## src/rrts_pkg.sv

```systemverilog
// ----------------------------------------------------------------------------
// Round-robin task scheduler package
// Shared widths, command and status codes, slot states and controller states.
// ----------------------------------------------------------------------------
package rrts_pkg;

  localparam int FUNC_W   = 3;
  localparam int PID_W    = 16;
  localparam int STATUS_W = 2;
  localparam int SLOT_W   = 4;

  localparam int TASKS_DEF = 16;
  localparam logic [PID_W-1:0] MAX_PID_RESET = 16'hFFFF;

  typedef enum logic [FUNC_W-1:0] {
    FN_TICK  = 3'd0,
    FN_SPAWN = 3'd1,
    FN_WAIT  = 3'd2,
    FN_WAKE  = 3'd3,
    FN_KILL  = 3'd4
  } func_t;

  typedef enum logic [STATUS_W-1:0] {
    STS_OK        = 2'd0,
    STS_IDLE      = 2'd1,
    STS_FULL      = 2'd2,
    STS_NOT_FOUND = 2'd3
  } status_t;

  typedef enum logic [1:0] {
    SLOT_FREE    = 2'd0,
    SLOT_READY   = 2'd1,
    SLOT_RUNNING = 2'd2,
    SLOT_WAITING = 2'd3
  } slot_st_t;

  typedef enum logic [3:0] {
    S_IDLE,
    S_TICK_CUR,
    S_TICK_WALK,
    S_WAIT_WR,
    S_SPAWN_SCAN,
    S_SPAWN_NEXT,
    S_FIND,
    S_FIND_EVAL,
    S_MISS,
    S_DONE
  } fsm_t;

endpackage

```

## src/rrts_if.sv

```systemverilog
// ----------------------------------------------------------------------------
// Round-robin task scheduler channels
// Command channel and result channel, each a valid/ready handshake.
// ----------------------------------------------------------------------------
interface rrts_cmd_if;
  logic                        valid;
  logic                        ready;
  logic [rrts_pkg::FUNC_W-1:0] func;
  logic [rrts_pkg::PID_W-1:0]  pid;

  modport source (output valid, output func, output pid, input ready);
  modport sink   (input valid, input func, input pid, output ready);
endinterface

interface rrts_res_if;
  logic                          valid;
  logic                          ready;
  logic [rrts_pkg::STATUS_W-1:0] status_code;
  logic                          running_valid;
  logic [rrts_pkg::PID_W-1:0]    running_pid;
  logic [rrts_pkg::SLOT_W-1:0]   running_slot;
  logic [rrts_pkg::PID_W-1:0]    spawned_pid;

  modport source (output valid, output status_code, output running_valid,
                  output running_pid, output running_slot, output spawned_pid,
                  input ready);
  modport sink   (input valid, input status_code, input running_valid,
                  input running_pid, input running_slot, input spawned_pid,
                  output ready);
endinterface

```

## src/round_robin_task_scheduler_core.sv

```systemverilog
// ----------------------------------------------------------------------------
// Round-robin task scheduler core
// Task table in one synchronous memory, walked by a sequencer one slot a cycle.
// ----------------------------------------------------------------------------
// Usage:
//   cmd: one beat per command (func, pid). res: exactly one beat per command
//   with status, the running task after the command and the spawned pid.
//   cfg_wr_en/cfg_wr_data write max_pid; write it only while the core is idle.
// Sequence per command, from the command beat to the result:
//   tick        reads the cursor entry, if any, then walks toward older
//               slots, wrapping to the newest, until a ready task
//   wait        writes the running task back as waiting, if one runs
//   wake, kill  walk the task list from the newest task for the pid
//   spawn       scans for the lowest free slot, then per pid candidate (at
//               most TASKS + 1) walks the list; places the task on a miss
//   The list walk reads one entry of the task memory per cycle. One
//   command is in flight at a time.
// Reset: all slots free, no running task, pid counter zero, max_pid 65535.
//   The memory itself is not cleared; an occupancy bit per slot covers it.
// Stall: the result sits in an output register. The next command is taken
//   while it waits, and that command's result holds in the sequencer until
//   the output register frees up.
// ----------------------------------------------------------------------------
module round_robin_task_scheduler_core #(
  parameter int TASKS = rrts_pkg::TASKS_DEF
) (
  input  logic                       clk,
  input  logic                       rst,
  input  logic                       cfg_wr_en,
  input  logic [rrts_pkg::PID_W-1:0] cfg_wr_data,
  rrts_cmd_if.sink                   cmd,
  rrts_res_if.source                 res
);

  localparam int IW = $clog2(TASKS);          // slot index width
  localparam int LW = IW + 1;                 // link width, with room for "none"
  localparam int TW = $clog2(TASKS + 2);      // pid candidate counter
  localparam int PW = rrts_pkg::PID_W;
  localparam int SW = rrts_pkg::SLOT_W;
  localparam logic [LW-1:0] NONE = LW'(TASKS);

  typedef struct packed {
    rrts_pkg::slot_st_t st;
    logic [PW-1:0]      id;
    logic [LW-1:0]      link;   // next older task
  } entry_t;

  function automatic logic is_none(logic [LW-1:0] x);
    return x >= NONE;
  endfunction

  // Task memory: one write port, one read port, registered read data
  entry_t        mem [TASKS];
  entry_t        rdata;
  logic          mem_we;
  logic [IW-1:0] mem_waddr;
  logic [IW-1:0] mem_raddr;
  entry_t        mem_wdata;

  // Control state
  rrts_pkg::fsm_t    fsm, fsm_next;
  rrts_pkg::func_t   op, op_next;
  logic [PW-1:0]     max_pid;
  logic [PW-1:0]     pid_counter, pid_counter_next;
  logic [LW-1:0]     newest, newest_next;
  logic [LW-1:0]     cursor, cursor_next;
  logic              cur_running, cur_running_next;
  logic [TASKS-1:0]  occupied, occupied_next;
  logic              out_valid, out_valid_next;

  // Working registers
  logic [PW-1:0]     key, key_next;
  logic [PW-1:0]     cur_pid, cur_pid_next;
  logic [IW-1:0]     ptr, ptr_next;
  logic [LW-1:0]     prev, prev_next;
  entry_t            prev_entry, prev_entry_next;
  logic [IW-1:0]     free_slot, free_slot_next;
  logic [IW-1:0]     scan, scan_next;
  logic [IW-1:0]     walk_cnt, walk_cnt_next;
  logic [PW-1:0]     cand, cand_next;
  logic [TW-1:0]     tries, tries_next;
  rrts_pkg::status_t status, status_next;
  logic [PW-1:0]     spawned, spawned_next;

  // Output register
  rrts_pkg::status_t out_status, out_status_next;
  logic              out_run_valid, out_run_valid_next;
  logic [PW-1:0]     out_run_pid, out_run_pid_next;
  logic [SW-1:0]     out_run_slot, out_run_slot_next;
  logic [PW-1:0]     out_spawned, out_spawned_next;

  logic [PW-1:0]     lim;
  logic [LW-1:0]     nxt;

  // Pids live below lim; a max_pid of zero acts as one
  assign lim = (max_pid == '0) ? PW'(1) : max_pid;

  // Memory: forward the write when it hits the address being read
  always_ff @(posedge clk) begin
    if (mem_we) begin
      mem[mem_waddr] <= mem_wdata;
    end
    if (mem_we && (mem_waddr == mem_raddr)) begin
      rdata <= mem_wdata;
    end else begin
      rdata <= mem[mem_raddr];
    end
  end

  always_comb begin
    fsm_next           = fsm;
    op_next            = op;
    pid_counter_next   = pid_counter;
    newest_next        = newest;
    cursor_next        = cursor;
    cur_running_next   = cur_running;
    occupied_next      = occupied;
    out_valid_next     = out_valid;
    key_next           = key;
    cur_pid_next       = cur_pid;
    ptr_next           = ptr;
    prev_next          = prev;
    prev_entry_next    = prev_entry;
    free_slot_next     = free_slot;
    scan_next          = scan;
    walk_cnt_next      = walk_cnt;
    cand_next          = cand;
    tries_next         = tries;
    status_next        = status;
    spawned_next       = spawned;
    out_status_next    = out_status;
    out_run_valid_next = out_run_valid;
    out_run_pid_next   = out_run_pid;
    out_run_slot_next  = out_run_slot;
    out_spawned_next   = out_spawned;
    mem_we             = 1'b0;
    mem_waddr          = ptr;
    mem_wdata          = rdata;
    mem_raddr          = ptr;
    nxt                = NONE;
    cmd.ready          = (fsm == rrts_pkg::S_IDLE);

    // Drop the output beat once taken
    if (out_valid && res.ready) begin
      out_valid_next = 1'b0;
    end

    unique case (fsm)
      rrts_pkg::S_IDLE: begin
        if (cmd.valid) begin
          op_next      = rrts_pkg::func_t'(cmd.func);
          key_next     = cmd.pid;
          status_next  = rrts_pkg::STS_OK;
          spawned_next = '0;
          unique case (cmd.func)
            rrts_pkg::FN_TICK: begin
              if (!is_none(cursor)) begin
                mem_raddr = cursor[IW-1:0];
                ptr_next  = cursor[IW-1:0];
                fsm_next  = rrts_pkg::S_TICK_CUR;
              end else if (!is_none(newest)) begin
                mem_raddr     = newest[IW-1:0];
                ptr_next      = newest[IW-1:0];
                walk_cnt_next = '0;
                fsm_next      = rrts_pkg::S_TICK_WALK;
              end else begin
                cursor_next      = NONE;
                cur_running_next = 1'b0;
                status_next      = rrts_pkg::STS_IDLE;
                fsm_next         = rrts_pkg::S_DONE;
              end
            end
            rrts_pkg::FN_SPAWN: begin
              scan_next = '0;
              fsm_next  = rrts_pkg::S_SPAWN_SCAN;
            end
            rrts_pkg::FN_WAIT: begin
              if (cur_running) begin
                mem_raddr = cursor[IW-1:0];
                ptr_next  = cursor[IW-1:0];
                fsm_next  = rrts_pkg::S_WAIT_WR;
              end else begin
                status_next = rrts_pkg::STS_IDLE;
                fsm_next    = rrts_pkg::S_DONE;
              end
            end
            rrts_pkg::FN_WAKE, rrts_pkg::FN_KILL: begin
              fsm_next = rrts_pkg::S_FIND;
            end
            default: begin
              fsm_next = rrts_pkg::S_DONE;
            end
          endcase
        end
      end

      // Cursor entry is in: hand a running cursor back to ready, step older
      rrts_pkg::S_TICK_CUR: begin
        if (cur_running) begin
          mem_we           = 1'b1;
          mem_wdata.st     = rrts_pkg::SLOT_READY;
          cur_running_next = 1'b0;
        end
        nxt = is_none(rdata.link) ? newest : rdata.link;
        if (is_none(nxt)) begin
          cursor_next = NONE;
          status_next = rrts_pkg::STS_IDLE;
          fsm_next    = rrts_pkg::S_DONE;
        end else begin
          mem_raddr     = nxt[IW-1:0];
          ptr_next      = nxt[IW-1:0];
          walk_cnt_next = '0;
          fsm_next      = rrts_pkg::S_TICK_WALK;
        end
      end

      // Walk toward older tasks, wrapping to the newest, until a ready one
      rrts_pkg::S_TICK_WALK: begin
        nxt = is_none(rdata.link) ? newest : rdata.link;
        if (rdata.st == rrts_pkg::SLOT_READY) begin
          mem_we           = 1'b1;
          mem_wdata.st     = rrts_pkg::SLOT_RUNNING;
          cursor_next      = {1'b0, ptr};
          cur_running_next = 1'b1;
          cur_pid_next     = rdata.id;
          fsm_next         = rrts_pkg::S_DONE;
        end else if ((walk_cnt == IW'(TASKS - 1)) || is_none(nxt)) begin
          cursor_next      = NONE;
          cur_running_next = 1'b0;
          status_next      = rrts_pkg::STS_IDLE;
          fsm_next         = rrts_pkg::S_DONE;
        end else begin
          walk_cnt_next = walk_cnt + IW'(1);
          mem_raddr     = nxt[IW-1:0];
          ptr_next      = nxt[IW-1:0];
        end
      end

      rrts_pkg::S_WAIT_WR: begin
        mem_we           = 1'b1;
        mem_wdata.st     = rrts_pkg::SLOT_WAITING;
        cur_running_next = 1'b0;
        fsm_next         = rrts_pkg::S_DONE;
      end

      // Look for the lowest free slot, one per cycle
      rrts_pkg::S_SPAWN_SCAN: begin
        if (!occupied[scan]) begin
          free_slot_next = scan;
          cand_next      = pid_counter;
          if ({1'b0, lim} < 17'(TASKS + 1)) begin
            tries_next = TW'(lim);
          end else begin
            tries_next = TW'(TASKS + 1);
          end
          fsm_next = rrts_pkg::S_SPAWN_NEXT;
        end else if (scan == IW'(TASKS - 1)) begin
          status_next = rrts_pkg::STS_FULL;
          fsm_next    = rrts_pkg::S_DONE;
        end else begin
          scan_next = scan + IW'(1);
        end
      end

      rrts_pkg::S_SPAWN_NEXT: begin
        key_next = (cand >= lim) ? '0 : cand;
        fsm_next = rrts_pkg::S_FIND;
      end

      rrts_pkg::S_FIND: begin
        prev_next = NONE;
        if (is_none(newest)) begin
          fsm_next = rrts_pkg::S_MISS;
        end else begin
          mem_raddr = newest[IW-1:0];
          ptr_next  = newest[IW-1:0];
          fsm_next  = rrts_pkg::S_FIND_EVAL;
        end
      end

      rrts_pkg::S_FIND_EVAL: begin
        if ((rdata.st != rrts_pkg::SLOT_FREE) && (rdata.id == key)) begin
          case (op)
            rrts_pkg::FN_WAKE: begin
              if (rdata.st == rrts_pkg::SLOT_WAITING) begin
                mem_we       = 1'b1;
                mem_wdata.st = rrts_pkg::SLOT_READY;
              end
              fsm_next = rrts_pkg::S_DONE;
            end
            rrts_pkg::FN_KILL: begin
              // Unlink: the newer neighbor, or the head, skips this slot
              if (is_none(prev)) begin
                newest_next = rdata.link;
              end else begin
                mem_we         = 1'b1;
                mem_waddr      = prev[IW-1:0];
                mem_wdata      = prev_entry;
                mem_wdata.link = rdata.link;
              end
              occupied_next[ptr] = 1'b0;
              if (cursor == {1'b0, ptr}) begin
                cursor_next      = NONE;
                cur_running_next = 1'b0;
              end
              fsm_next = rrts_pkg::S_DONE;
            end
            default: begin
              // Spawn: candidate pid taken, try the next one
              if (tries == TW'(1)) begin
                pid_counter_next = key + PW'(1);
                status_next      = rrts_pkg::STS_FULL;
                fsm_next         = rrts_pkg::S_DONE;
              end else begin
                cand_next  = key + PW'(1);
                tries_next = tries - TW'(1);
                fsm_next   = rrts_pkg::S_SPAWN_NEXT;
              end
            end
          endcase
        end else begin
          prev_next       = {1'b0, ptr};
          prev_entry_next = rdata;
          if (is_none(rdata.link)) begin
            fsm_next = rrts_pkg::S_MISS;
          end else begin
            mem_raddr = rdata.link[IW-1:0];
            ptr_next  = rdata.link[IW-1:0];
          end
        end
      end

      rrts_pkg::S_MISS: begin
        if (op == rrts_pkg::FN_SPAWN) begin
          // Place the new ready task at the head
          mem_we                   = 1'b1;
          mem_waddr                = free_slot;
          mem_wdata.st             = rrts_pkg::SLOT_READY;
          mem_wdata.id             = key;
          mem_wdata.link           = newest;
          occupied_next[free_slot] = 1'b1;
          newest_next              = {1'b0, free_slot};
          pid_counter_next         = key + PW'(1);
          spawned_next             = key;
        end else begin
          status_next = rrts_pkg::STS_NOT_FOUND;
        end
        fsm_next = rrts_pkg::S_DONE;
      end

      // Hold the result until the output register is free
      rrts_pkg::S_DONE: begin
        if (!out_valid || res.ready) begin
          out_valid_next     = 1'b1;
          out_status_next    = status;
          out_run_valid_next = cur_running;
          out_run_pid_next   = cur_running ? cur_pid : '0;
          out_run_slot_next  = cur_running ? SW'(cursor[IW-1:0]) : '0;
          out_spawned_next   = spawned;
          fsm_next           = rrts_pkg::S_IDLE;
        end
      end

      default: begin
        fsm_next = rrts_pkg::S_IDLE;
      end
    endcase
  end

  always_ff @(posedge clk) begin
    if (rst) begin
      fsm         <= rrts_pkg::S_IDLE;
      max_pid     <= rrts_pkg::MAX_PID_RESET;
      pid_counter <= '0;
      newest      <= NONE;
      cursor      <= NONE;
      cur_running <= 1'b0;
      occupied    <= '0;
      out_valid   <= 1'b0;
    end else begin
      fsm         <= fsm_next;
      pid_counter <= pid_counter_next;
      newest      <= newest_next;
      cursor      <= cursor_next;
      cur_running <= cur_running_next;
      occupied    <= occupied_next;
      out_valid   <= out_valid_next;
      if (cfg_wr_en) begin
        max_pid <= cfg_wr_data;
      end
    end
  end

  always_ff @(posedge clk) begin
    op            <= op_next;
    key           <= key_next;
    cur_pid       <= cur_pid_next;
    ptr           <= ptr_next;
    prev          <= prev_next;
    prev_entry    <= prev_entry_next;
    free_slot     <= free_slot_next;
    scan          <= scan_next;
    walk_cnt      <= walk_cnt_next;
    cand          <= cand_next;
    tries         <= tries_next;
    status        <= status_next;
    spawned       <= spawned_next;
    out_status    <= out_status_next;
    out_run_valid <= out_run_valid_next;
    out_run_pid   <= out_run_pid_next;
    out_run_slot  <= out_run_slot_next;
    out_spawned   <= out_spawned_next;
  end

  assign res.valid         = out_valid;
  assign res.status_code   = out_status;
  assign res.running_valid = out_run_valid;
  assign res.running_pid   = out_run_pid;
  assign res.running_slot  = out_run_slot;
  assign res.spawned_pid   = out_spawned;

  // An empty list means no slot is held
  a_empty_list_no_slots: assert property (@(posedge clk) disable iff (rst)
    is_none(newest) |-> (occupied == '0))
    else $error("task list empty while slots are occupied");

  // A running task needs a cursor
  a_running_has_cursor: assert property (@(posedge clk) disable iff (rst)
    cur_running |-> !is_none(cursor))
    else $error("running flag set without a cursor");

  // A spawned pid is only reported with an ok status
  a_spawn_status: assert property (@(posedge clk) disable iff (rst)
    (res.valid && (res.spawned_pid != '0)) |-> (res.status_code == rrts_pkg::STS_OK))
    else $error("spawned pid reported with an error status");

endmodule

```

## src/flat_wrapper.sv

```systemverilog
// flat-port wrapper written by rule: the top's interface ports become plain ports
module round_robin_task_scheduler_core_flat 
#(
  parameter int TASKS = rrts_pkg::TASKS_DEF
)
  (clk, rst, cfg_wr_en, cfg_wr_data, cmd_valid, cmd_func, cmd_pid, cmd_ready, res_valid, res_status_code, res_running_valid, res_running_pid, res_running_slot, res_spawned_pid, res_ready);
  rrts_cmd_if cmd_i ();
  rrts_res_if res_i ();
  input  logic clk;
  input  logic rst;
  input  logic cfg_wr_en;
  input  logic [rrts_pkg::PID_W-1:0] cfg_wr_data;
  input wire logic [$bits(cmd_i.valid)-1:0] cmd_valid;
  input wire logic [$bits(cmd_i.func)-1:0] cmd_func;
  input wire logic [$bits(cmd_i.pid)-1:0] cmd_pid;
  output wire logic [$bits(cmd_i.ready)-1:0] cmd_ready;
  output wire logic [$bits(res_i.valid)-1:0] res_valid;
  output wire logic [$bits(res_i.status_code)-1:0] res_status_code;
  output wire logic [$bits(res_i.running_valid)-1:0] res_running_valid;
  output wire logic [$bits(res_i.running_pid)-1:0] res_running_pid;
  output wire logic [$bits(res_i.running_slot)-1:0] res_running_slot;
  output wire logic [$bits(res_i.spawned_pid)-1:0] res_spawned_pid;
  input wire logic [$bits(res_i.ready)-1:0] res_ready;
  assign cmd_i.valid = cmd_valid;
  assign cmd_i.func = cmd_func;
  assign cmd_i.pid = cmd_pid;
  assign cmd_ready = cmd_i.ready;
  assign res_valid = res_i.valid;
  assign res_status_code = res_i.status_code;
  assign res_running_valid = res_i.running_valid;
  assign res_running_pid = res_i.running_pid;
  assign res_running_slot = res_i.running_slot;
  assign res_spawned_pid = res_i.spawned_pid;
  assign res_i.ready = res_ready;
  round_robin_task_scheduler_core #(.TASKS(TASKS)) u_core (.clk(clk), .rst(rst), .cfg_wr_en(cfg_wr_en), .cfg_wr_data(cfg_wr_data), .cmd(cmd_i), .res(res_i));
endmodule
```

## config.mk

```make
export PLATFORM = sky130hd
export DESIGN_NAME = round_robin_task_scheduler_core_flat
export DESIGN_NICKNAME = d
export VERILOG_FILES = /design/src/rrts_pkg.sv /design/src/rrts_if.sv /design/src/round_robin_task_scheduler_core.sv /design/src/flat_wrapper.sv
export SDC_FILE = /design/constraint.sdc
export NUM_CORES = 1
export LEC_CHECK = 0
export BUFFER_PORTS_ARGS = -buffer_cell sky130_fd_sc_hd__buf_4
export CAP_MARGIN = 20
export CORE_ASPECT_RATIO = 0.9
export CORE_MARGIN = 2
export CORE_UTILIZATION = 56
export DETAILED_ROUTE_END_ITERATION = 6
export GPL_TIMING_DRIVEN = 0
export PLACE_DENSITY = 0.75
export SETUP_SLACK_MARGIN = 0.15
export SLEW_MARGIN = 20
export SYNTH_ARGS = -nofsm -noshare
export SYNTH_HDL_FRONTEND = slang
export SYNTH_SLANG_ARGS = --single-unit
```

## constraint.sdc

```tcl
create_clock -name clk -period 7 [get_ports clk]
set_input_delay 0.7 -clock clk [delete_from_list [all_inputs] [get_ports clk]]
set_output_delay 0.7 -clock clk [all_outputs]
set_load 0.05 [all_outputs]
```

# After elaboration in Yosys (flattened, before gate mapping)
# Memory sizes are Yosys's and may differ from the RTL's. A register that Yosys moved wholly into a read port is not among the register bits.
# Index checks and enable logic that the tools add are counted.
# Widths: inputs -> output; s select.
# totals
ff_bits,216
latchBits,0
ramBits,368
romBits,0
inputBits,40
n_memories,1
# op_classes
addsub,4
multipliers,0
div_mod_pow,0
magnitude_cmp,12
n_eq_ne,52
shifts,0
muxes,146
bitwise_logic,5
n_reduce_logical,43
# mem_list
memory,words,word_bits,rd,rd_clocked_by_memory_dff,write_ports,line_no,text
u_core.mem,16,23,1,1,1,round_robin_task_scheduler_core.sv:53,entry_t mem [TASKS];
# op_table
cell,count
$mux 16,16
$pmux 16 s2,5
$mux 4,39
$mux 5,21
$mux 23,3
$pmux 21 s2,1
$pmux 4 s9,1
$pmux 5 s2,3
$mux 2,14
$ne 2x1->1 const B,14
$ge 5x5->1 const B,5
$mux 1,25
$reduce_and 5->1,5
$ne 2x2->1 const B,12
$pmux 4 s2,3
$mux 21,1
$pmux 4 s5,1
$pmux 5 s4,1
$add 16x1->16 const B,1
$and 16x16->16,1
$eq 16x16->1,1
$eq 4x3->1 const B,4
$eq 4x4->1 const B,4
$ge 16x16->1,1
47 further kinds,80

# Longest topological paths before layout
# Gate-level depths: netlist of the first run.
# logic_depth
word_depth,9
mapped_depth,17
ltp_nobuf,16

# Worst setup path after synthesis of the first run
# OpenSTA, ideal clock, no wires.
# synth_path
path_kind,reg2reg
startpoint,reg u_core.ptr[1]
endpoint,mem u_core.mem[12][0] in the netlist's numbering (enable)
setup_ns,0.403
arrival_time_ns,4.731
path_slack_ns,1.866
stages_incl_launch_ff,13
path_buffers,2
cell_sequence,edfxtp_1 buf_6 buf_2 mux4_2 a22o_1 a221oi_2 inv_1 nor3_1 inv_1 nand2_1 a211o_1 o21ai_1 nor2_1
# synth_between
elab_chain_cells,4
elab_cells_between_ends,5
classes_between,mux: 5
# synth_rtl
item,line_no,text
start: declaration,round_robin_task_scheduler_core.sv:74,"logic [IW-1:0] ptr, ptr_next;"
start signal: assignment,round_robin_task_scheduler_core.sv:398,ptr <= ptr_next;
$mux 4,round_robin_task_scheduler_core.sv:293,if (is_none(prev)) begin
$mux 4,round_robin_task_scheduler_core.sv:283,case (op)
$mux 4,round_robin_task_scheduler_core.sv:282,if ((rdata.st != rrts_pkg::SLOT_FREE) && (rdata.id == key)) begin
$pmux 4 s2 (*),round_robin_task_scheduler_core.sv:148,unique case (fsm)
end: declaration,round_robin_task_scheduler_core.sv:53,
# Mark *: on every way between the ends. The rest lies on a longest branch, timed or not.

# Worst setup path after layout of the first run
# layout_path
startpoint,reg u_core.ptr[1]
endpoint,mem u_core.mem[11][5] in the netlist's numbering (enable)
# Same word-level chain as after synthesis.

==> results of run 1 <==
## synth_stat cells, types with 6 or more instances
cell type	count
edfxtp_1	520
nand2_1	131
nor2_1	107
mux2i_1	84
mux4_2	84
dfxtp_1	64
o21ai_0	60
clkbuf_1	55
a21oi_1	44
and2_1	40
inv_1	38
a22oi_1	35
xnor2_1	33
and3_1	25
ha_1	21
nor2b_1	20
a22o_1	19
o21ai_1	19
xor2_1	18
a211oi_1	17
a31oi_1	16
buf_1	16
nand3_1	16
o21a_1	16
o211ai_1	15
buf_2	14
nor3_1	13
nor4_1	12
buf_4	10
nand2b_1	10
a21o_1	9
a311oi_1	9
mux2_2	9
a221oi_1	7
nor3b_1	7
nand4_1	6
o221ai_1	6
## registers in the layout (all words and copies together), names as in the netlist, 2 cells and up
register / count
u_core.walk_cnt: 4
u_core.res.running_pid: 16
u_core.ptr: 4
u_core.fsm: 4
u_core.max_pid: 16
u_core.free_slot: 4
u_core.occupied: 16
u_core.key: 16
u_core.prev_entry: 18
u_core.op: 3
u_core.status: 2
u_core.prev: 5
u_core.spawned: 16
u_core.mem: 368
u_core.cursor: 5
u_core.newest: 5
u_core.res.running_slot: 4
u_core.res.spawned_pid: 16
u_core.res.status_code: 2
u_core.tries: 5
u_core.scan: 4
u_core.cur_pid: 16
u_core.pid_counter: 16
u_core.cand: 16
## power by group
| group | internal [mW] | switching [mW] | leakage, nW |
|---|---|---|---|
| clock network | 1.64 | 1.32 | 0.865 |
| registers | 4.96 | 0.163 | 5.24 |
| logic | 1.48 | 3.22 | 4.03 |
| total | 8.07 | 4.71 | 10.1 |
## metal layers
| layer | GRT usage [%] | routed length [um] | vias up |
|---|---|---|---|
| li1 | - | - | 6893 |
| met1 | 40.7 | 26700 | 8004 |
| met2 | 45.5 | 30900 | 1041 |
| met3 | 6.44 | 7520 | 158 |
| met4 | 10.4 | 2230 | 0 |
| met5 | 0 | 0 | - |
## through the flow
stage               setup slack, ns  power (mW)
detailed placement             1.34        9.67
finish                         1.52        12.8
CTS                            1.32        12.6
global placement              -1.21        9.46
global route                   1.37        13.2
floorplan                      1.87        8.06
## worst max-delay path: stages, from the launching register on
cell,delay [ns]
edfxtp_1,0.46
buf_6,0.18
buf_4,0.20
nor2b_1,0.16
clkbuf_1,0.28
a22oi_1,0.28
nand2_1,0.23
o221ai_1,0.58
o211a_2,0.31
nand4b_4,0.15
nor4_2,0.81
a211o_1,0.35
o21ai_1,0.36
nor2_4,0.60
buf_16,0.22
## worst paths after layout
kind         slack [ns]                          to          startpoint  depth (start not counted)
max                1.52           u_core.mem[11][5]       u_core.ptr[1]                         14
min                0.29           u_core.max_pid[4]      cfg_wr_data[4]                          3
max reg2reg        1.52           u_core.mem[11][5]       u_core.ptr[1]                         14
min reg2reg        0.42  u_core.res.spawned_pid[13]  u_core.spawned[13]                          0
## area by class of cell
class / instances / area, um^2 / share of cell area, %
Sequential cell: 584 / 16900 / 58.2
Clock buffer: 73 / 1510 / 5.20
Timing Repair Buffer: 105 / 1050 / 3.62
Clock inverter: 28 / 275 / 0.949
Tap cell: 600 / 751 / 2.59
Multi-Input combinational cell: 971 / 7910 / 27.3
Inverter: 41 / 154 / 0.530
Buffer: 100 / 468 / 1.61
## cells by family (layout without fill, tap and decap cells)
kind of cell | count (synthesis) | after routing | synth area share (%)
flip-flops | 584 | 584 | 67.0
AND/OR/NAND/NOR | 417 | 417 | 8.20
AO/OA/AOI/OAI | 303 | 303 | 8.19
multiplexers | 179 | 179 | 11.4
buffers and inverters | 141 | 347 | 2.46
XOR/XNOR | 51 | 51 | 1.77
adder cells (fa/ha/maj) | 21 | 21 | 1.04
==> impl_metrics.yaml, run 1 <==
status:
  status: "complete, no violations"
clocking:
  numCtsBuffers: 56
  clk_latency_ns: 0.65
  post_cts_resized: 0
  path_clk_slew_ns: 0.06
  cts_buffer_depth: 3
  cts_tree: "yes"
  h-tree-depth: 2
  cts_sinks: 584
  cts_hold_buf: 0
  clock-root-buffer: "clkbuf_16"
  post_cts_buffers: 0
layout:
  layout-drive-gt1-share_pct: 19.1
  fin_util_pct: 65.5
  final_common_cell: "edfxtp_1"
  mostFrequentLayoutCells: "edfxtp_1 (520), nand2_1 (131), buf_4 (95), nor2_1 (90)"
  fillCellCount: 3023
  syn2layout_area_growth_pct: 15.0
  fin_cells: 2502
  diodes: 0
  fin_area_mm2: 0.0290
  nets: 1920
grt:
  grt_usage_pct: 29.1
  grt_pass1_vias: 15700
  grt_start_max_net_pins: 28
  grt_pass1_wl_mm: 100
  gr-total-overflow: 0
  antenna_found_initial: 0
power:
  ir_worst_vdd_mv: 0.277
  p_leak_nw: 10.1
  cellPowerDensity_mw_per_mm2: 440
sta:
  hold_slack_ns: 0.295
  tightest_slew_ns: 1.01
  period_minus_slack_ns: 5.48
  rsz0062_at_grt: "no"
  relSlewSlack_pct: 32.3
  finalHoldViolCount: 0
  setup_viol: 0
  fin_skew_ns: 0.0360
  slew_viol_final: 0
  fin_crit_sh_pct: 78.3
  fin_tns_setup_ns: 0
  fmax_mhz: 182
synth:
  syn_inst: 1696
  ys_ff_latch: 584
  syn-num-nets: 1757
  synthArstFlopShare_pct: 0
  yosysSeqAreaShare_pct: 67.0
  synth_edf_count: 520
  synth_top_area_share_pct: 61.9
  synth_top_flop_cell: "edfxtp_1"
  synth_cell_types: 81
  syn_area_per_cell_um2: 14.9
  yosysWarnings: 0
  synth.area.top_cells: "edfxtp_1 (62%), mux4_2 (7.5%), dfxtp_1 (5.1%)"
  synth_area_mm2: 0.0252
  yosys.area.top_type: "edfxtp_1"
die:
  coreArea_mm2: 0.0443
  ios: 81
  die_h_um: 205
  start_util_pct: 57.0
  placementRows: 73
  dieArea_mm2: 0.0468
  die_w_um: 228
route:
  dr.pass1.iters: 7
  dr_total_vias: 16100
  via_per_inst: 6.43
  routedWlPerCell_um: 26.9
  ant_nets: 0
  totalWireLength_mm: 67.3
  drcViolationCount: 0
  first_iter_violations: 2254
setup_path:
  path_max_fanout: 13
  cp_data_arrival_time_ns: 5.83
  critPathKind: "reg -> reg"
  required_ns: 7.35
  worstSetupStartpointType: "register"
  endpoint_kind: "register"
placed_design:
  placed_area_mm2: 0.0272
  placed_cells: 2399
  dpl.hpwl_mm: 46.5
  gp_congestion: 0.964
  port_buffers: 80
min_path:
  hp-class: "in -> reg"
job:
  max_cap_viol_count: 0
No activity file was read; power rests on OpenSTA's default activity.
==> run 2: changes to the inputs <==
PLACE_DENSITY = 0.78   (was 0.75)
clock period = 4.6 ns   (was 7 ns; I/O delays follow)
==> impl_metrics.yaml, run 2 (synthesis results as in run 1) <==
layout:
  top_register: "u_core.mem"
  fin_cells: 2534
  final_common_cell: "edfxtp_1"
  syn2layout_area_growth_pct: 18.4
  diodes: 0
  regArea_mm2: 0.0169
  multiInputGateArea_mm2: 0.00824
  largest_register_ffs: 368
  nets: 1947
  fillCellCount: 2890
  layout-drive-gt1-share_pct: 22.0
  top_regs: "u_core.mem: 368 flops, u_core.prev_entry: 18 flops"
  mostFrequentLayoutCells: "edfxtp_1 (520), nand2_1 (127), buf_4 (108), nor2_1 (89), mux4_2 (84)"
grt:
  gr-total-overflow: 0
  grt_pass1_wl_mm: 104
  antenna_found_initial: 2
  grt_usage_pct: 30.4
  grt_start_max_net_pins: 28
  grt_pass1_vias: 16600
power:
  ir_worst_vdd_mv: 0.418
  fin_total_pwr_mw: 20.5
  cellPowerDensity_mw_per_mm2: 686
  comb_power_share_pct: 39.0
  switchingPower_mw: 7.63
  seqPwrFrac_pct: 37.9
  p_int_mw: 12.9
  p_clk_share_pct: 23.1
  netSwitchingFraction_pct: 37.2
  p_leak_nw: 10.5
clocking:
  cts_hold_buf: 0
  cts_buffer_depth: 3
  clk_latency_ns: 0.66
  path_clk_slew_ns: 0.06
  h-tree-depth: 2
  numCtsBuffers: 57
  cts_sinks: 584
  cts_tree: "yes"
  clock-root-buffer: "clkbuf_16"
sta:
  fin_crit_sh_pct: 98.3
  tightest_slew_ns: 1.08
  fin_tns_setup_ns: 0
  period_minus_slack_ns: 4.52
  relSlewSlack_pct: 27.4
  hold_slack_ns: 0.0416
  rsz0062_at_grt: "no"
  fmax_mhz: 221
  fin_skew_ns: 0.0289
  slew_viol_final: 0
  finalHoldViolCount: 0
  setup_viol: 0
placed_design:
  dpl.hpwl_mm: 47.0
  port_buffers: 80
  placed_cells: 2398
  gp_congestion: 0.965
die:
  die_w_um: 228
  ios: 81
  placementRows: 73
  coreArea_mm2: 0.0443
  start_util_pct: 57.0
  die_h_um: 205
  dieArea_mm2: 0.0468
route:
  totalWireLength_mm: 70.7
  dr.pass1.iters: 5
  first_iter_violations: 2252
  dr_total_vias: 16500
  ant_nets: 0
  routedWlPerCell_um: 27.9
  drcViolationCount: 0
  via_per_inst: 6.53
job:
  max_cap_viol_count: 0
setup_path:
  worstSetupStartpointType: "register"
  endpoint_kind: "register"
  required_ns: 4.95
  path_max_fanout: 14
  timing.rr.start: "u_core.ptr[3]"
  critPathKind: "reg -> reg"
  cp_data_arrival_time_ns: 4.87
  worstSetupStartpoint: "u_core.ptr[3]"
min_path:
  hp-start: "cmd_func[0]"
  hp-class: "in -> reg"
status:
  status: "complete, no violations"
## run 2: cell count changes in the layout (fill, tap and decap cells not counted), sizes merged
cell	previous run	this run
buf	148	173
clkinv	23	26
bufinv	3	5
clkbuf	130	132
clkinvlp	2	0
inv	41	43
## run 2: final timing paths
path	cells past startpoint	slack, ns	to
setup / recovery	12	0.08	u_core.mem[9][5]
hold / removal	1	0.04	u_core.op[0]
setup reg to reg	12	0.08	u_core.mem[9][5]
hold reg to reg	0	0.42	u_core.res.spawned_pid[15]
## run 2: power groups by stage
stage	sequential [mW]	combinational (mW)	clock, mW
2_1_floorplan	7.85	4.42	0
3_3_place_gp	7.90	6.50	0
3_5_place_dp	7.90	6.88	0
4_1_cts	7.77	7.30	4.75
5_1_grt	7.80	8.36	4.95
6_report	7.77	8.00	4.73
## run 2: repair_timing
item,CTS,global route
endpoints found under the setup margin,730,706
resized for setup,52,32
buffers inserted,21,8
cloned,0,0
pin swaps,18,10
## run 2: cell type report
type,instances,area share (%)
clock buffer,74,5.20
inverter,41,0.515
multi-input combinational,971,27.6
tap,600,2.51
clock inverter,33,1.15
buffer,100,1.71
timing repair buffer,131,4.81
sequential,584,56.5
## run 2: worst max-delay path: stages (launching register included)
cell      delay, ns
edfxtp_1       0.41
buf_2          0.37
buf_1          0.56
buf_1          0.68
o21ai_0        0.23
o32a_1         0.36
a211oi_2       0.28
nand4_1        0.13
buf_4          0.22
nor3b_1        0.26
o21ai_2        0.22
nor2_4         0.28
buf_16         0.21
## run 2: layer usage
metal | GRT usage [%] | share of wire (%)
met5 | 0 | 0
met3 | 7.90 | 12
met2 | 49.2 | 47
met4 | 13.7 | 4.3
met1 | 38.9 | 37
## run 2: stage by stage
step | area (um^2) | setup slack, ns | util (%)
floorplan | 25200 | 0.115 | -
CTS | 29600 | 0.161 | 66.8
detailed placement | 27200 | -0.879 | 61.4
finish | 29900 | 0.0760 | 67.5
global placement | 26600 | -2.46 | 60.0
global route | 29900 | 0.0937 | 67.5
==> run 3: changes to the inputs <==
ABC_AREA = 1   (was default)
HOLD_SLACK_MARGIN = 0.1   (was default)
==> impl_metrics.yaml, run 3 <==
setup_path:
  crit_path_top_delay_cell: "buf_2"
  worstSetupStartpoint: "u_core.ptr[2]"
  endpoint_kind: "register"
  cp.buffers_inverters: 5
  path_max_fanout: 13
  rrSetupSlack_ns: 0.17
  worstSetupStartpointType: "register"
  rr_endpoint: "u_core.mem[7][13]"
  crit_path_max_incr_delay_ns: 0.42
  critPathKind: "reg -> reg"
  crit_end: "u_core.mem[7][13]"
  required_ns: 4.93
  crit_family: "simple AND/OR/NAND/NOR gates"
  critPathMostFrequentCell: "nand2_1"
  crit_cells: 17
  path_cells: "buf_2 -> inv_2 -> nor2_2 -> buf_2 -> nand2_1 -> nand4_2 -> inv_2 -> nand2_4 -> nand2_1 -> nor3_1 -> nand2_1 -> nor2_1 -> nand3_1 -> nand2_1 -> nand3_1 -> nor2_4 -> buf_16"
  r2r_cells: 17
  timing.rr.start: "u_core.ptr[2]"
  cp_data_arrival_time_ns: 4.77
sta:
  slew_viol_final: 0
  tightest_slew_ns: 0.935
  finalHoldViolCount: 0
  fin_tns_setup_ns: 0
  rsz0062_at_grt: "yes"
  fin_skew_ns: 0.0205
  fin_crit_sh_pct: 96.3
  period_minus_slack_ns: 4.43
  fmax_mhz: 226
  relSlewSlack_pct: 37.1
  setup_viol: 0
synth:
  synth_edf_count: 520
  yosys.area.top_type: "edfxtp_1"
  synth.most_common_cell: "nand2_1"
  synth_cell_types: 50
  synthArstFlopShare_pct: 0
  synth_area_mm2: 0.0260
  syn_area_per_cell_um2: 10.1
  syn_inst: 2568
  synth_top_area_share_pct: 60.2
  yosysWarnings: 0
  synth.area.top_cells: "edfxtp_1 (60%), nand2_1 (13%), dfxtp_1 (4.9%)"
  ys_ff_latch: 584
  syn-num-nets: 2629
  yosys-top-cells-count: "nand2_1 (911), edfxtp_1 (520), inv_1 (186), nor2_1 (174), o21ai_0 (145)"
  yosysSeqAreaShare_pct: 65.1
  synth_top_flop_cell: "edfxtp_1"
power:
  seqPwrFrac_pct: 38.1
  p_int_mw: 12.4
  cellPowerDensity_mw_per_mm2: 687
  ir_worst_vdd_mv: 0.440
  netSwitchingFraction_pct: 41.0
  p_leak_nw: 12.4
  fin_total_pwr_mw: 20.9
  switchingPower_mw: 8.58
  comb_power_share_pct: 39.6
  p_clk_share_pct: 22.3
grt:
  grt_start_max_net_pins: 31
  grt_pass1_wl_mm: 116
  grt_usage_pct: 31.9
  gr-total-overflow: 0
  grt_pass1_vias: 19400
  antenna_found_initial: 0
route:
  dr.pass1.iters: 7
  wl_met3_mm: 8.32
  ant_nets: 0
  first_iter_violations: 2772
  wl_met1_mm: 30.3
  top_layer: "met4"
  via_per_inst: 5.94
  routedWlPerCell_um: 22.6
  dr_total_vias: 20400
  drcViolationCount: 0
  wl_met2_mm: 35.7
  totalWireLength_mm: 77.5
layout:
  fin_cells: 3434
  diodes: 0
  syn2layout_area_growth_pct: 17.5
  final_common_cell: "nand2_1"
  top_regs: "u_core.mem: 368 flops, u_core.prev_entry: 18 flops"
  layout-drive-gt1-share_pct: 12.3
  top_register: "u_core.mem"
  largest_register_ffs: 368
  mostFrequentLayoutCells: "nand2_1 (910), edfxtp_1 (520), inv_1 (186), nor2_1 (156), o21ai_0 (145)"
  fillCellCount: 3388
  nets: 2839
die:
  dieArea_mm2: 0.0481
  placementRows: 74
  die_h_um: 208
  die_w_um: 231
  coreArea_mm2: 0.0456
  ios: 81
  start_util_pct: 57.0
placed_design:
  port_buffers: 80
  placed_cells: 3274
  dpl.hpwl_mm: 53.2
  gp_congestion: 0.987
clocking:
  cts_sinks: 584
  path_clk_slew_ns: 0.07
  clk_latency_ns: 0.64
  cts_tree: "yes"
  clock-root-buffer: "clkbuf_16"
  h-tree-depth: 2
  cts_buffer_depth: 3
  numCtsBuffers: 57
job:
  max_cap_viol_count: 0
min_path:
  hp-class: "in -> reg"
status:
  status: "complete, no violations"
-- run 3: kinds of logic (layout without fill, tap and decap cells) --
logic type | Yosys count | in the layout | synth area share [%]
flops | 584 | 584 | 65.1
fa+ha+maj | 21 | 21 | 1.01
xor+xnor | 15 | 15 | 0.506
buf+inv | 307 | 564 | 5.22
simple gates | 1276 | 1277 | 20.1
compound gates | 365 | 365 | 8.06
-- run 3: what timing repair did --
action | in CTS | in global routing
gates resized for setup | 2 | 23
setup endpoints to repair | 388 | 578
buffers inserted | 9 | 14
hold endpoints to repair | 24 | 0
pin swaps | 7 | 12
hold buffers | 26 | 0
gates cloned | 1 | 0
-- run 3: worst min-delay path, delay by kind of cell --
family | cells | cell delay (ns)
simple gates | 2 | 0.10
buf+inv | 1 | 0.08
-- run 3: worst min path at each step --
stage               cells past startpoint                    endpoint          startpoint
floorplan                               0   u_core.res.spawned_pid[0]   u_core.spawned[0]
global placement                        0   u_core.res.spawned_pid[7]   u_core.spawned[7]
detailed placement                      0  u_core.res.spawned_pid[10]  u_core.spawned[10]
CTS                                     3               u_core.key[9]          cmd_pid[9]
global route                            3              u_core.key[14]         cmd_pid[14]
finish                                  3              u_core.key[11]         cmd_pid[11]
-- run 3: final cells by class --
| class | count | area (um^2) | area share [%] |
|---|---|---|---|
| repair buffers | 150 | 1620 | 5.32 |
| clock inverters | 34 | 332 | 1.09 |
| well taps | 608 | 761 | 2.49 |
| flip-flops and latches | 584 | 16900 | 55.4 |
| clock buffers | 73 | 1530 | 5.00 |
| plain buffers | 107 | 604 | 1.98 |
| multi-input cells | 1678 | 8010 | 26.2 |
| inverters | 200 | 753 | 2.47 |
-- run 3: power by group through the flow --
stage          Clock, mW  Sequential, mW  Combinational, mW
2_1_floorplan          0            8.03               4.89
3_3_place_gp           0            8.10               7.37
3_5_place_dp           0            8.11               7.75
4_1_cts             4.69            8.00               7.85
5_1_grt             4.91            8.01               8.97
6_report            4.68            7.98               8.29
-- run 3: through the flow --
step	cell area (um^2)	setup slack (ns)	hold slack (ns)	util (%)
after global placement	27300	-1.50	0.402	60.0
after floorplan	26000	0.303	0.400	-
final	30500	0.168	0.132	67.0
after global routing	30500	0.0739	0.122	67.0
after detailed placement	27900	-0.200	0.406	61.3
after CTS	30200	0.152	0.107	66.3
-- run 3: metal layers --
layer  track usage, %  up-vias
met3             5.69      229
met5                0        -
met4             13.2        0
li1                 -     9167
met2             50.0     1329
met1             44.4     9667
